**config.mk**
```make
export PLATFORM = sky130hd
export DESIGN_NAME = gbt_front
export DESIGN_NICKNAME = d
export VERILOG_FILES = /design/src/rtl/gbt_pkg.sv /design/src/rtl/gbt_front.sv
export SDC_FILE = /design/constraint.sdc
export NUM_CORES = 1
export LEC_CHECK = 0
export ABC_AREA = 1
export BUFFER_PORTS_ARGS = -buffer_cell sky130_fd_sc_hd__buf_2
export CORE_ASPECT_RATIO = 1.4
export CORE_UTILIZATION = 55
export CTS_CLUSTER_DIAMETER = 120
export DETAILED_ROUTE_END_ITERATION = 7
export GPL_ROUTABILITY_DRIVEN = 0
export PLACE_DENSITY = 0.9
export SLEW_MARGIN = 20
export SYNTH_ARGS = -nofsm -noshare
export SYNTH_HDL_FRONTEND = slang
export SYNTH_SLANG_ARGS = --single-unit
```
**constraint.sdc**
```tcl
create_clock -name clk_i -period 2.5 [get_ports clk_i]
set_input_delay 0.125 -clock clk_i [delete_from_list [all_inputs] [get_ports clk_i]]
set_output_delay 0.125 -clock clk_i [all_outputs]
set_load 0.005 [all_outputs]
```
**src/rtl/gbt_pkg.sv**
```systemverilog
package gbt_pkg;

  typedef enum logic [1:0] {
    MODE_EDGE = 2'd0,
    MODE_BFS  = 2'd1,
    MODE_DFS  = 2'd2,
    MODE_NONE = 2'd3
  } mode_e;

  typedef struct packed {
    logic [1:0] mode;
    logic [5:0] vertex_a;
    logic [5:0] vertex_b;
  } in_word_t;

  typedef struct packed {
    logic [5:0] vertex;
    logic [5:0] parent;
    logic [5:0] depth;
    logic       last;
  } out_word_t;

  // classified command handed from front to back
  typedef struct packed {
    logic       is_edge;
    logic       is_dfs;
    logic [5:0] vertex_a;
    logic [5:0] vertex_b;
  } cmd_t;

  localparam int unsigned CmdDepth = 2;

endpackage

```
**src/rtl/gbt_front.sv**
```systemverilog
module gbt_front #(
  parameter int unsigned VERTICES = 64
) (
  input  logic             clk_i,
  input  logic             rst_ni,
  input  gbt_pkg::in_word_t in_data_i,
  input  logic             in_valid_i,
  output logic             in_stall_o,
  output gbt_pkg::cmd_t    cmd_o,
  output logic             cmd_valid_o,
  input  logic             cmd_take_i
);

  gbt_pkg::cmd_t           fifo_q [gbt_pkg::CmdDepth];
  logic                    wr_ptr_q, wr_ptr_d, rd_ptr_q, rd_ptr_d;
  logic [1:0]              count_q, count_d;
  logic                    keep, push, pop;
  gbt_pkg::cmd_t           cmd;

  // classify: drop unused mode and out-of-range vertices
  always_comb begin
    cmd.is_edge  = (in_data_i.mode == gbt_pkg::MODE_EDGE);
    cmd.is_dfs   = (in_data_i.mode == gbt_pkg::MODE_DFS);
    cmd.vertex_a = in_data_i.vertex_a;
    cmd.vertex_b = in_data_i.vertex_b;
    keep = (in_data_i.mode != gbt_pkg::MODE_NONE) &&
           (32'(in_data_i.vertex_a) < VERTICES) &&
           (!cmd.is_edge || (32'(in_data_i.vertex_b) < VERTICES));
  end

  assign in_stall_o  = (count_q == 2'(gbt_pkg::CmdDepth));
  assign push        = in_valid_i && !in_stall_o && keep;
  assign cmd_valid_o = (count_q != 2'd0);
  assign pop         = cmd_valid_o && cmd_take_i;
  assign cmd_o       = fifo_q[rd_ptr_q];

  always_comb begin
    wr_ptr_d = push ? !wr_ptr_q : wr_ptr_q;
    rd_ptr_d = pop ? !rd_ptr_q : rd_ptr_q;
    count_d  = count_q + 2'(push) - 2'(pop);
  end

  // advance queue pointers
  always_ff @(posedge clk_i or negedge rst_ni) begin
    if (!rst_ni) begin
      wr_ptr_q <= 1'b0;
      rd_ptr_q <= 1'b0;
      count_q  <= 2'd0;
    end else begin
      wr_ptr_q <= wr_ptr_d;
      rd_ptr_q <= rd_ptr_d;
      count_q  <= count_d;
    end
  end

  // hold queue payload
  always_ff @(posedge clk_i) begin
    if (push) fifo_q[wr_ptr_q] <= cmd;
  end

endmodule

```
=== After elaboration in Yosys (flattened, before gate mapping) ===
Memories as Yosys holds them, arrays and structs flattened.
Cells that the tools add are included.

* Output and inout port bits: 16
* Latch bits: 0
* Memory bits (writable): 28
* Logic and storage cells: 19
* Bits in registers: 4
* Memory bits (read-only): 0
* Memories kept: 1
* Bits of input ports: 18

* Divide/modulo/power cells: 0
* Equal/unequal tests: 3
* Order comparisons: 0
* Muxes and demuxes: 2
* Shifts and indexed selects: 0
* Reductions and logical operators: 8
* Add/subtract/negate cells: 2
* Bitwise logic cells: 0
* Multipliers: 0

{| class="wikitable"
|+ Memories
! memory !! words !! bits a word !! rd ports !! clocked after Yosys merged registers in !! wr ports !! line !! source
|-
| fifo_q || 2 || 14 || 1 || 0 || 1 || gbt_front.sv:14 || <nowiki>gbt_pkg::cmd_t fifo_q [gbt_pkg::CmdDepth];</nowiki>
|}

{| class="wikitable"
|+ Operators by type and width
! kind !! count
|-
| 2-bit equality test (second input constant) || 2
|-
| 1-bit logical AND || 3
|-
| 1-bit zero test || 3
|-
| 2-bit by 1-bit adder with 2-bit output || 1
|-
| 2-bit zero test || 1
|-
| 1-bit 2-to-1 mux || 2
|-
| 2-bit inequality test (second input constant) || 1
|-
| 2-bit nonzero test || 1
|-
| 2-bit by 1-bit subtractor with 2-bit output || 1
|}

=== Logic depth before layout (Yosys ltp) ===
Gate-level depths: netlist (run 1).

* Depth in word-level cells: 6
* Mapped depth: 10
* Gate-level depth less buffers: 10

=== Worst setup path after synthesis (run 1) ===
No wires, ideal clock.

* Kind: register -> register
* Start: register count_q[1]
* End: memory fifo_q[1][0] in the netlist's numbering (enable)
* Path slack: 0.914 ns
* Required time: 2.116 ns
* Library setup time: 0.384 ns
* Clock period less this slack: 1.586 ns
* Path buffers: 0
* Arrival time: 1.202 ns
* Cell stages (with the launch flop): 4
* Cell sequence: dfrtp_1 > nand2_1 > nand3_1 > nor2_1

* Longest elaborated chain between the ends: 6

{| class="wikitable"
|+ Ends and longest elaborated chain
! what !! line !! source
|-
| start, declared || gbt_front.sv:16 || <nowiki>logic [1:0] count_q, count_d;</nowiki>
|-
| start signal, assigned || gbt_front.sv:52 || <nowiki>count_q <= count_d;</nowiki>
|-
| 2-bit equality test || gbt_front.sv:31 || <nowiki>assign in_stall_o = (count_q == 2'(gbt_pkg::CmdDepth));</nowiki>
|-
| 1-bit zero test || gbt_front.sv:32 || <nowiki>assign push = in_valid_i && !in_stall_o && keep;</nowiki>
|-
| 1-bit logical AND (2 in series) || gbt_front.sv:32 ||
|-
| 1-bit 2-to-1 mux || gbt_front.sv:58 || <nowiki>if (push) fifo_q[wr_ptr_q] <= cmd;</nowiki>
|-
| 1-bit 2-to-1 mux (not written as such) || gbt_front.sv:58 ||
|-
| end, declared || gbt_front.sv:14 ||
|}

No other way between the ends.

==> metrics.md, run 1 <==
| Metric | Value |
|---|---|
| Width of the chip | `43.2 um` |
| Fin area | `1660 um^2` |
| H-tree depth | `2` |
| Pwr dens | `971 nW/um^2` |
| Worst-Margin Slew | `0.591 ns` |
| Ant. Diodes | `0` |
| CP max FO | `16` |
| Ports | `34` |
| Antenna viol nets, final | `0` |
| Max-slew violations | `0` |
| Max_slew headroom | `60.6%` |
| Vias in the first global route | `904` |
| Root Buffer | `clkbuf_4` |
| Mapped Cells | `110` |
| PortBufs | `33` |
| WP data arrival | `1.50 ns` |
| Data required time of the critical path | `2.38 ns` |
| CP most frequent cell | `nand2_1` |
| Yosys top cell area share | `64.4%` |
| Post-route clock skew | `0.00550 ns` |
| Pleak | `0.788 nW` |
| Layout cells sized above 1 | `29.6%` |
| Register area share after synthesis | `72.0%` |
| Placed cell count | `163` |
| Area after DPL | `1460 um^2` |
| Final worst slack | `0.879 ns` |
| Core area | `2200 um^2` |
| Status | `finished clean` |
| Vias | `940` |
| Residual DRC | `0` |
| CTS sink cnt | `32` |
| Largest net degree at the start of global routing | `17` |
| Setup_tns | `0 ns` |
| RR Endpoint | `count_q[1]$_DFF_PN0_` |
| Unrepaired setup endpoints after global routing | `no` |
| CTS resizes | `0` |
| Yosys warning total | `0` |
| Tmin final | `1.62 ns` |
| HP Class | `in -> reg` |
| Critical Path Sink | `cmd_o[4]` |
| CP endpoint kind | `primary output` |
| First-pass GRT wire length | `3680 um` |
| Initial drt markers | `44` |
| VDD IR max | `594 uV` |
| FF-to-FF setup slack | `1.00 ns` |
| Setup crit start | `rd_ptr_q$_DFFE_PN0P_` |
| CTS tree | `done` |
| Post-Syn Nets | `130` |
| Synthesis-to-layout area growth | `26.7%` |
| First-pass iteration count of the detailed router | `6` |
| CP max stage delay | `0.73 ns` |
| Total power | `1.61 mW` |
| R2R Path Start | `count_q[1]$_DFF_PN0_` |
| Max Cap Viol | `0` |
| Cts hold-fix bufs | `13` |
| Vias per std cell | `5.11` |
| Final #Nets | `181` |
| Max Fclk | `617 MHz` |
| CP max-delay cell | `dfrtp_1` |
| Critical path, cell by cell | `inv_6 -> nand2_1 -> nand2_1 -> buf_2` |
| Synth unique cells | `12` |
| Worst-Skew Late Latency | `0.33 ns` |
| Hold WS | `0.0523 ns` |
| Initial Util | `59.3%` |
| Post-place setup slack | `1.04 ns` |
| Total Wirelength | `2390 um` |
| CTS max path bufs | `2` |
| Routed len/inst | `13.0 um` |
| Fillers | `155` |
| Synthesized flop and latch total | `32` |
| Reg2Reg Depth | `10` |
| Tcrit/Tclk final | `64.9%` |
| # rows | `20` |
| Critical Path Start Type | `flip-flop` |
| GRT Total Usage | `21.3%` |
| Crit path kind | `reg -> out` |
| Setup violators final | `0` |
| Reg clk slew, reported paths | `0.10 ns` |
| Detailed placement HPWL | `1600 um` |
| Fin. Hold Viols | `0` |
| CTS Buf Count | `5` |
| Die area | `2580 um^2` |
| Post-Layout Cell Count | `184` |
| Most area-consuming cells after synthesis | `edfxtp_1 (64%), nand2_1 (14%), dfrtp_1 (7.7%)` |
| Initial antenna violation count | `0` |
| Postcts setup bufs | `0` |
| GR Overflow Total | `0` |
| Mean post-synth cell area | `11.9 um^2` |
| Synth Cell Area | `1310 um^2` |
| Largest area contributor in the netlist | `edfxtp_1` |
| Finished Core Util | `75.2%` |
| Die height | `59.7 um` |
layout make-up:
cell class	count	area [um^2]	area share, %
Inverter	11	46.3	2.80
Multi-Input combinational cell	64	277	16.7
Sequential cell	32	941	56.8
Tap cell	22	27.5	1.66
Clock buffer	6	51.3	3.10
Timing Repair Buffer	47	303	18.3
Clock inverter	2	10.0	0.605
layout by cell type, fill, tap and decap left out:
| cell type | n |
|---|---|
| nand2_1 | 50 |
| buf_2 | 33 |
| edfxtp_1 | 28 |
| dlygate4sd3_1 | 13 |
| inv_1 | 10 |
| nand2_2 | 5 |
| clkbuf_4 | 5 |
| dfrtp_1 | 4 |
| nand3_1 | 3 |
| nor2_1 | 3 |
| ha_1 | 2 |
| clkinv_2 | 2 |
| inv_6 | 1 |
| nand4_1 | 1 |
| clkbuf_8 | 1 |
| buf_4 | 1 |
critical path, delay by kind of cell, from the launching register on:
family                 cells  cell delay, ns
flip-flops                 1            0.73
buffers and inverters      2            0.27
AND/OR/NAND/NOR            2            0.16
power breakdown:
group / switching [mW] / internal (mW) / total, mW
logic: 0.308 / 0.212 / 0.520
registers: 0.0765 / 0.709 / 0.785
clock network: 0.168 / 0.134 / 0.302
total: 0.553 / 1.05 / 1.61
cells by family (layout without fill, tap and decap cells):
logic type | after synthesis | after routing | synth area share, %
AND/OR/NAND/NOR | 62 | 62 | 19.3
flip-flops | 32 | 32 | 72.0
buffers and inverters | 14 | 66 | 6.80
adder cells (fa/ha/maj) | 2 | 2 | 1.92
flip-flops by register name, indices dropped and copies added (netlist names):
signal / cells
fifo_q: 28
count_q: 2
rd_ptr_q: 1
wr_ptr_q: 1
worst min-delay path by stage:
stage                from              endpoint  cells after the start
2_1_floorplan      rst_ni  count_q[0]$_DFF_PN0_                      0
3_3_place_gp       rst_ni  wr_ptr_q$_DFFE_PN0N_                      1
3_5_place_dp       rst_ni  wr_ptr_q$_DFFE_PN0N_                      1
4_1_cts        cmd_take_i  rd_ptr_q$_DFFE_PN0P_                      3
5_1_grt        cmd_take_i  rd_ptr_q$_DFFE_PN0P_                      3
6_report       cmd_take_i  rd_ptr_q$_DFFE_PN0P_                      3
cells in the mapped netlist:
library cell	n
ha_1	2
nor2_1	3
edfxtp_1	28
nand2_1	50
buf_12	1
nand4_1	1
buf_6	2
dfrtp_1	4
nand2_2	5
nand3_1	3
inv_6	1
inv_1	10
metal layers:
layer  up-vias  GRT usage (%)  routed length (um)
li1        456              -                   -
met3         8           7.55                 122
met5         -              0                   0
met2        34           38.4                1320
met1       442           19.3                 885
met4         0           14.7                  62
(Power assumes the default switching activity.)
==> run 2, diff against run 1 <==
Settings changed: CORE_UTILIZATION 55 to 51, PLACE_DENSITY 0.9 to 0.84.
Clock period 2.5 ns to 1.6 ns, I/O delays scaled along.
==> run 2 against run 1 <==
Compared with the run above:
- wire length decreased by 5.5%
- cell area up 2.9%
- critical path type is now reg -> reg
- first-iteration DRC count fell by 50%
- sequential cell count unchanged
- clock skew grew 0.0067 ns
- power up 56%
- utilization decreased by 4.7 points
- sequential power rose by 53%
- global-route usage shrank 2.4 points
- cell count grew 9.2%
- worst setup slack got worse by 0.78 ns
- clock power up 32%
- largest cell class unchanged
==> metrics.md, run 2 (same netlist as run 1, synthesis figures left out) <==
| Metric | Value |
|---|---|
| # rows | `21 (+5.0%)` |
| Data required time of the critical path | `1.81 ns (-0.57 ns)` |
| CP endpoint kind | `flip-flop` |
| Root Buffer | `clkbuf_4` |
| Top delay family on crit path | `adder cells` |
| Unrepaired setup endpoints after global routing | `no` |
| Residual DRC | `0 (unchanged)` |
| Fillers | `181 (+17%)` |
| Die area | `2770 um^2 (+7.5%)` |
| Most flops, register | `fifo_q` |
| Setup violators final | `0 (unchanged)` |
| Initial antenna violation count | `0 (unchanged)` |
| CP max stage delay | `0.39 ns (-0.34 ns)` |
| CP most frequent cell | `inv_1` |
| CTS tree | `done` |
| Initial Util | `54.0% (-5.3 points)` |
| Final #Nets | `186 (+2.8%)` |
| Pleak | `0.799 nW (+1.5%)` |
| GRT Total Usage | `18.9% (-2.4 points)` |
| First-pass GRT wire length | `3450 um (-6.2%)` |
| H-tree depth | `2 (unchanged)` |
| HP Class | `in -> reg` |
| Total Wirelength | `2260 um (-5.5%)` |
| Max-slew violations | `0 (unchanged)` |
| Vias in the first global route | `933 (+3.2%)` |
| WP data arrival | `1.71 ns (+0.21 ns)` |
| GR Overflow Total | `0 (unchanged)` |
| PortBufs | `33 (unchanged)` |
| Width of the chip | `44.8 um (+3.7%)` |
| Setup_tns | `0 ns (unchanged)` |
| Max reg flops | `28 (unchanged)` |
| Die height | `61.9 um (+3.7%)` |
| Max_slew headroom | `78.2% (+18 points)` |
| CTS sink cnt | `32 (unchanged)` |
| CTS max path bufs | `2 (unchanged)` |
| Reg clk slew, reported paths | `0.08 ns (-0.02 ns)` |
| Worst-Skew Late Latency | `0.32 ns (about the same)` |
| Total power | `2.50 mW (+56%)` |
| CP max FO | `3 (-13)` |
| Post-place setup slack | `0.128 ns (-0.910 ns)` |
| Synthesis-to-layout area growth | `30.4%` |
| Post-route clock skew | `0.0122 ns (+0.00669 ns)` |
| Crit path kind | `reg -> reg` |
| FF-to-FF setup slack | `0.10 ns (-0.90 ns)` |
| Critical Path Start Type | `flip-flop` |
| Biggest regs | `fifo_q x28, count_q x2` |
| Worst-Margin Slew | `0.327 ns (-0.264 ns)` |
| Antenna viol nets, final | `0 (unchanged)` |
| Status | `finished clean` |
| VDD IR max | `986 uV (+66%)` |
| Layout cells sized above 1 | `31.1% (+1.5 points)` |
| First-pass iteration count of the detailed router | `4 (-2)` |
| Fin area | `1700 um^2 (+2.9%)` |
| Largest net degree at the start of global routing | `16 (-1)` |
| Most frequent cells in the layout | `nand2_1 (49), buf_2 (33), edfxtp_1 (28)` |
| CP max-delay cell | `dfrtp_1` |
| Tcrit/Tclk final | `93.6%` |
| Hold WS | `0.0722 ns (+0.0199 ns)` |
| Core area | `2420 um^2 (+9.8%)` |
| Vias per std cell | `4.79 (-6.2%)` |
| Max Cap Viol | `0 (unchanged)` |
| Initial drt markers | `22 (-50%)` |
| Fin. Hold Viols | `0 (unchanged)` |
| Vias | `963 (+2.4%)` |
| Max Fclk | `668 MHz` |
| Postcts setup bufs | `0 (unchanged)` |
| Detailed placement HPWL | `1550 um (-3.5%)` |
| Critical path, cell by cell | `inv_1 -> nand2_1 -> nand2_2 -> inv_1 -> ha_1 -> inv_1 -> ha_2 -> inv_1 -> nand2_1 -> nand2_1` |
| Final worst slack | `0.103 ns (-0.776 ns)` |
| Ports | `34 (unchanged)` |
| Tmin final | `1.50 ns` |
| Most common cell after layout, fill and taps aside | `nand2_1` |
| Ant. Diodes | `0 (unchanged)` |
| CTS Buf Count | `5 (unchanged)` |
| Buf/Inv on CP | `4 (+2)` |
| Routed len/inst | `11.2 um (-14%)` |
| Pwr dens | `1470 nW/um^2 (+51%)` |
| Area after DPL | `1510 um^2 (+3.1%)` |
run 2: timing repair:
action / CTS / global route
hold buffers: 14 / 0
endpoints found under the setup margin: 0 / 1
resized for setup: 0 / 3
hold endpoints to repair: 29 / 0
run 2: stage by stage:
stage / util (%) / instances
3_3_place_gp: 62.4 / 179
5_1_grt: 70.4 / 201
6_report: 70.4 / 201
3_5_place_dp: 62.4 / 179
4_1_cts: 70.2 / 201
2_1_floorplan: - / 110
run 2: worst register-to-register path, delay by kind of cell, from the launching register on:
kind	cells	cell delay, ns
adders and majority gates	2	0.46
buffers and inverters	4	0.23
and+or+nand+nor	4	0.31
DFF	1	0.39
run 2: layer usage:
metal | track usage [%] | vias up | wire, um
li1 | - | 468 | -
met1 | 14.5 | 449 | 790
met2 | 34.2 | 36 | 1260
met3 | 8.38 | 10 | 129
met4 | 16.9 | 0 | 83
met5 | 0 | - | 0
run 2: power by group:
group          internal (mW)  switching (mW)  leakage [nW]
clock network          0.168           0.229        0.0269
logic                  0.378           0.524         0.466
registers               1.11          0.0950         0.307
run 2: final cells by class:
class                           instances  area (um^2)  share of cell area (%)
Clock inverter                          1         3.75                   0.220
Sequential cell                        32          941                    55.3
Inverter                               11         46.3                    2.72
Tap cell                               34         42.5                    2.50
Clock buffer                            7         45.0                    2.65
Multi-Input combinational cell         64          282                    16.5
Timing Repair Buffer                   52          343                    20.1
run 2: worst paths after layout:
| path | start | endpoint | cells past startpoint |
|---|---|---|---|
| max in group asynchronous | rst_ni | count_q[0]$_DFF_PN0_ | 2 |
| worst min-delay path | in_data_i[12] | fifo_q[0][12]$_DFFE_PP_ | 2 |
| min in group asynchronous | rst_ni | rd_ptr_q$_DFFE_PN0P_ | 2 |
| worst min register to register | count_q[0]$_DFF_PN0_ | count_q[0]$_DFF_PN0_ | 1 |
| worst max-delay path | count_q[0]$_DFF_PN0_ | count_q[1]$_DFF_PN0_ | 10 |
| worst max register to register | count_q[0]$_DFF_PN0_ | count_q[1]$_DFF_PN0_ | 10 |
==> run 3, diff against run 2 <==
Settings changed: CORE_UTILIZATION 51 to 42, PLACE_DENSITY 0.84 to 0.73.
==> run 3 against run 2 <==
Compared with the run above:
- critical path type unchanged
- die area rose by 21%
- sequential share of layout area fell by 0.96 points
- first-iteration DRC count rose by 4.5%
- via count fell by 5.0%
- wire length rose by 1.8%
- non-clock buffer count fell by 1
- utilization fell by 11 points
- cell count rose by 1.0%
- clock skew fell by 0.0094 ns
==> metrics.md, run 3 (same netlist as run 1, synthesis figures left out) <==
| Metric | Value |
|---|---|
| CP max FO | `3 (unchanged)` |
| Tcrit/Tclk final | `90.9% (-2.6 points)` |
| Comb power frac | `33.9% (-2.1 points)` |
| Tmin final | `1.46 ns (-0.0423 ns)` |
| Initial antenna violation count | `0 (unchanged)` |
| H-tree depth | `2 (unchanged)` |
| Crit path kind | `reg -> reg` |
| Most flops, register | `fifo_q` |
| Max-slew violations | `0 (unchanged)` |
| First-pass iteration count of the detailed router | `4 (unchanged)` |
| CTS max path bufs | `2 (unchanged)` |
| Residual DRC | `0 (unchanged)` |
| Largest net degree at the start of global routing | `16 (unchanged)` |
| PortBufs | `33 (unchanged)` |
| Die area | `3340 um^2 (+21%)` |
| Worst Hold Depth | `3 (+1)` |
| Pleak | `0.818 nW (+2.4%)` |
| Routed len/inst | `11.3 um (+0.81%)` |
| R2R Path Start | `count_q[0]$_DFF_PN0_` |
| Synthesis-to-layout area growth | `32.7%` |
| Setup violators final | `0 (unchanged)` |
| CTS tree | `done` |
| Reg2Reg Depth | `10 (unchanged)` |
| Die height | `68.0 um (+9.9%)` |
| Internal | `1.78 mW (+7.4%)` |
| FF-to-FF setup slack | `0.14 ns (+0.04 ns)` |
| Biggest regs | `fifo_q x28, count_q x2` |
| CTS sink cnt | `32 (unchanged)` |
| GR Overflow Total | `0 (unchanged)` |
| Status | `finished clean` |
| CTS Buf Count | `5 (unchanged)` |
| # rows | `23 (+9.5%)` |
| Detailed placement HPWL | `1600 um (+3.3%)` |
| Post-place setup slack | `0.146 ns (+0.0180 ns)` |
| GRT Total Usage | `15.4% (-3.5 points)` |
| Vias per std cell | `4.51 (-5.9%)` |
| Max Cap Viol | `0 (unchanged)` |
| Finished Core Util | `59.6% (-11 points)` |
| Vias | `915 (-5.0%)` |
| Initial Util | `44.9% (-9.1 points)` |
| Most common cell after layout, fill and taps aside | `nand2_1` |
| VDD IR max | `988 uV (+0.13%)` |
| Final #Nets | `185 (-0.54%)` |
| Fin. Hold Viols | `0 (unchanged)` |
| Sequential group share of total power | `45.1% (-3.0 points)` |
| Critical Path Start Type | `flip-flop` |
| Post-Layout Cell Count | `203 (+1.0%)` |
| HP Class | `in -> reg` |
| CP endpoint kind | `flip-flop` |
| RR Endpoint | `count_q[1]$_DFF_PN0_` |
| Data required time of the critical path | `1.77 ns (-0.04 ns)` |
| Hold EP | `rd_ptr_q$_DFFE_PN0P_` |
| Max Fclk | `687 MHz (+2.9%)` |
| Total Wirelength | `2300 um (+1.8%)` |
| Final worst slack | `0.145 ns (+0.0423 ns)` |
| Ant. Diodes | `0 (unchanged)` |
| WP data arrival | `1.62 ns (-0.09 ns)` |
| Antenna viol nets, final | `0 (unchanged)` |
| Setup_tns | `0 ns (unchanged)` |
| Ports | `34 (unchanged)` |
| Most frequent cells in the layout | `nand2_1 (49), buf_2 (33), edfxtp_1 (28)` |
| Layout cells sized above 1 | `31.9% (+0.79 points)` |
| Sw power | `0.873 mW (+2.9%)` |
| Unrepaired setup endpoints after global routing | `no` |
| First-pass GRT wire length | `3690 um (+7.0%)` |
| Post-route clock skew | `0.00280 ns (-0.00940 ns)` |
| Reg clk slew, reported paths | `0.06 ns (-0.02 ns)` |
| Vias in the first global route | `921 (-1.3%)` |
| Max reg flops | `28 (unchanged)` |
| Sw frac | `33.0% (-0.96 points)` |
| Min-delay src | `cmd_take_i` |
| Max_slew headroom | `80.9% (+2.7 points)` |
| Initial drt markers | `23 (+4.5%)` |
| Placed cell count | `182 (+1.7%)` |
| Clock group share of total power | `21.1% (+5.2 points)` |
| Hold WS | `0.0784 ns (+0.00627 ns)` |
| Root Buffer | `clkbuf_8` |
| Worst-Skew Late Latency | `0.27 ns (-0.05 ns)` |
| Core area | `2910 um^2 (+20%)` |
| Pwr dens | `1530 nW/um^2 (+4.1%)` |
| Postcts setup bufs | `0 (unchanged)` |
| Worst-Margin Slew | `0.287 ns (-0.0403 ns)` |
| Width of the chip | `49.1 um (+9.7%)` |
==> run 3: per-layer routing <==
layer | global-route usage, % | share of wire (%) | up-vias
met1 | 14.7 | 39 | 420
li1 | - | - | 465
met2 | 28.4 | 54 | 28
met3 | 5.56 | 5.5 | 2
met5 | 0 | 0 | -
met4 | 8.82 | 0.74 | 0
==> run 3: worst max path at each step <==
stage / start / endpoint / slack [ns] / depth (start not counted)
floorplan: count_q[1]$_DFF_PN0_ / fifo_q[1][0]$_DFFE_PP_ / 0.01 / 3
global placement: count_q[1]$_DFF_PN0_ / count_q[1]$_DFF_PN0_ / 0.28 / 10
detailed placement: count_q[0]$_DFF_PN0_ / count_q[1]$_DFF_PN0_ / 0.15 / 10
CTS: count_q[0]$_DFF_PN0_ / count_q[1]$_DFF_PN0_ / 0.14 / 10
global route: count_q[0]$_DFF_PN0_ / count_q[1]$_DFF_PN0_ / 0.005 / 10
finish: count_q[0]$_DFF_PN0_ / count_q[1]$_DFF_PN0_ / 0.14 / 10
==> run 3: power by group through the flow <==
| stage | combinational, mW | sequential, mW | clock [mW] |
|---|---|---|---|
| after floorplan | 0.622 | 1.17 | 0 |
| after global placement | 0.836 | 1.20 | 0 |
| after detailed placement | 0.877 | 1.21 | 0 |
| after CTS | 0.902 | 1.19 | 0.579 |
| after global routing | 1.02 | 1.21 | 0.613 |
| final | 0.897 | 1.19 | 0.559 |
==> run 3: per-stage QoR <==
stage / total power, mW / instance area [um^2]
CTS: 2.67 / 1730
detailed placement: 2.09 / 1510
global placement: 2.04 / 1510
finish: 2.65 / 1730
floorplan: 1.79 / 1310
global route: 2.84 / 1730
==> run 3: layout make-up <==
type,count,area [um^2]
inverter,11,46.3
multi-input combinational,64,284
fill,245,1170
timing repair buffer,51,333
clock inverter,3,13.8
tap,37,46.3
clock buffer,5,68.8
sequential,32,941
==> run 3: critical path, stage by stage (launching register included) <==
cell and delay (ns):
dfrtp_1 0.38, inv_1 0.08, nand2_1 0.10, nand2_2 0.08
inv_1 0.04, ha_1 0.27, inv_1 0.06, ha_1 0.16
inv_1 0.05, nand2_1 0.06, nand2_1 0.05
==> run 3: what timing repair did <==
| item | CTS | global route |
|---|---|---|
| gates resized for setup | 0 | 2 |
| hold endpoints to repair | 28 | 0 |
| setup endpoints to repair | 0 | 1 |
| hold buffers | 13 | 0 |
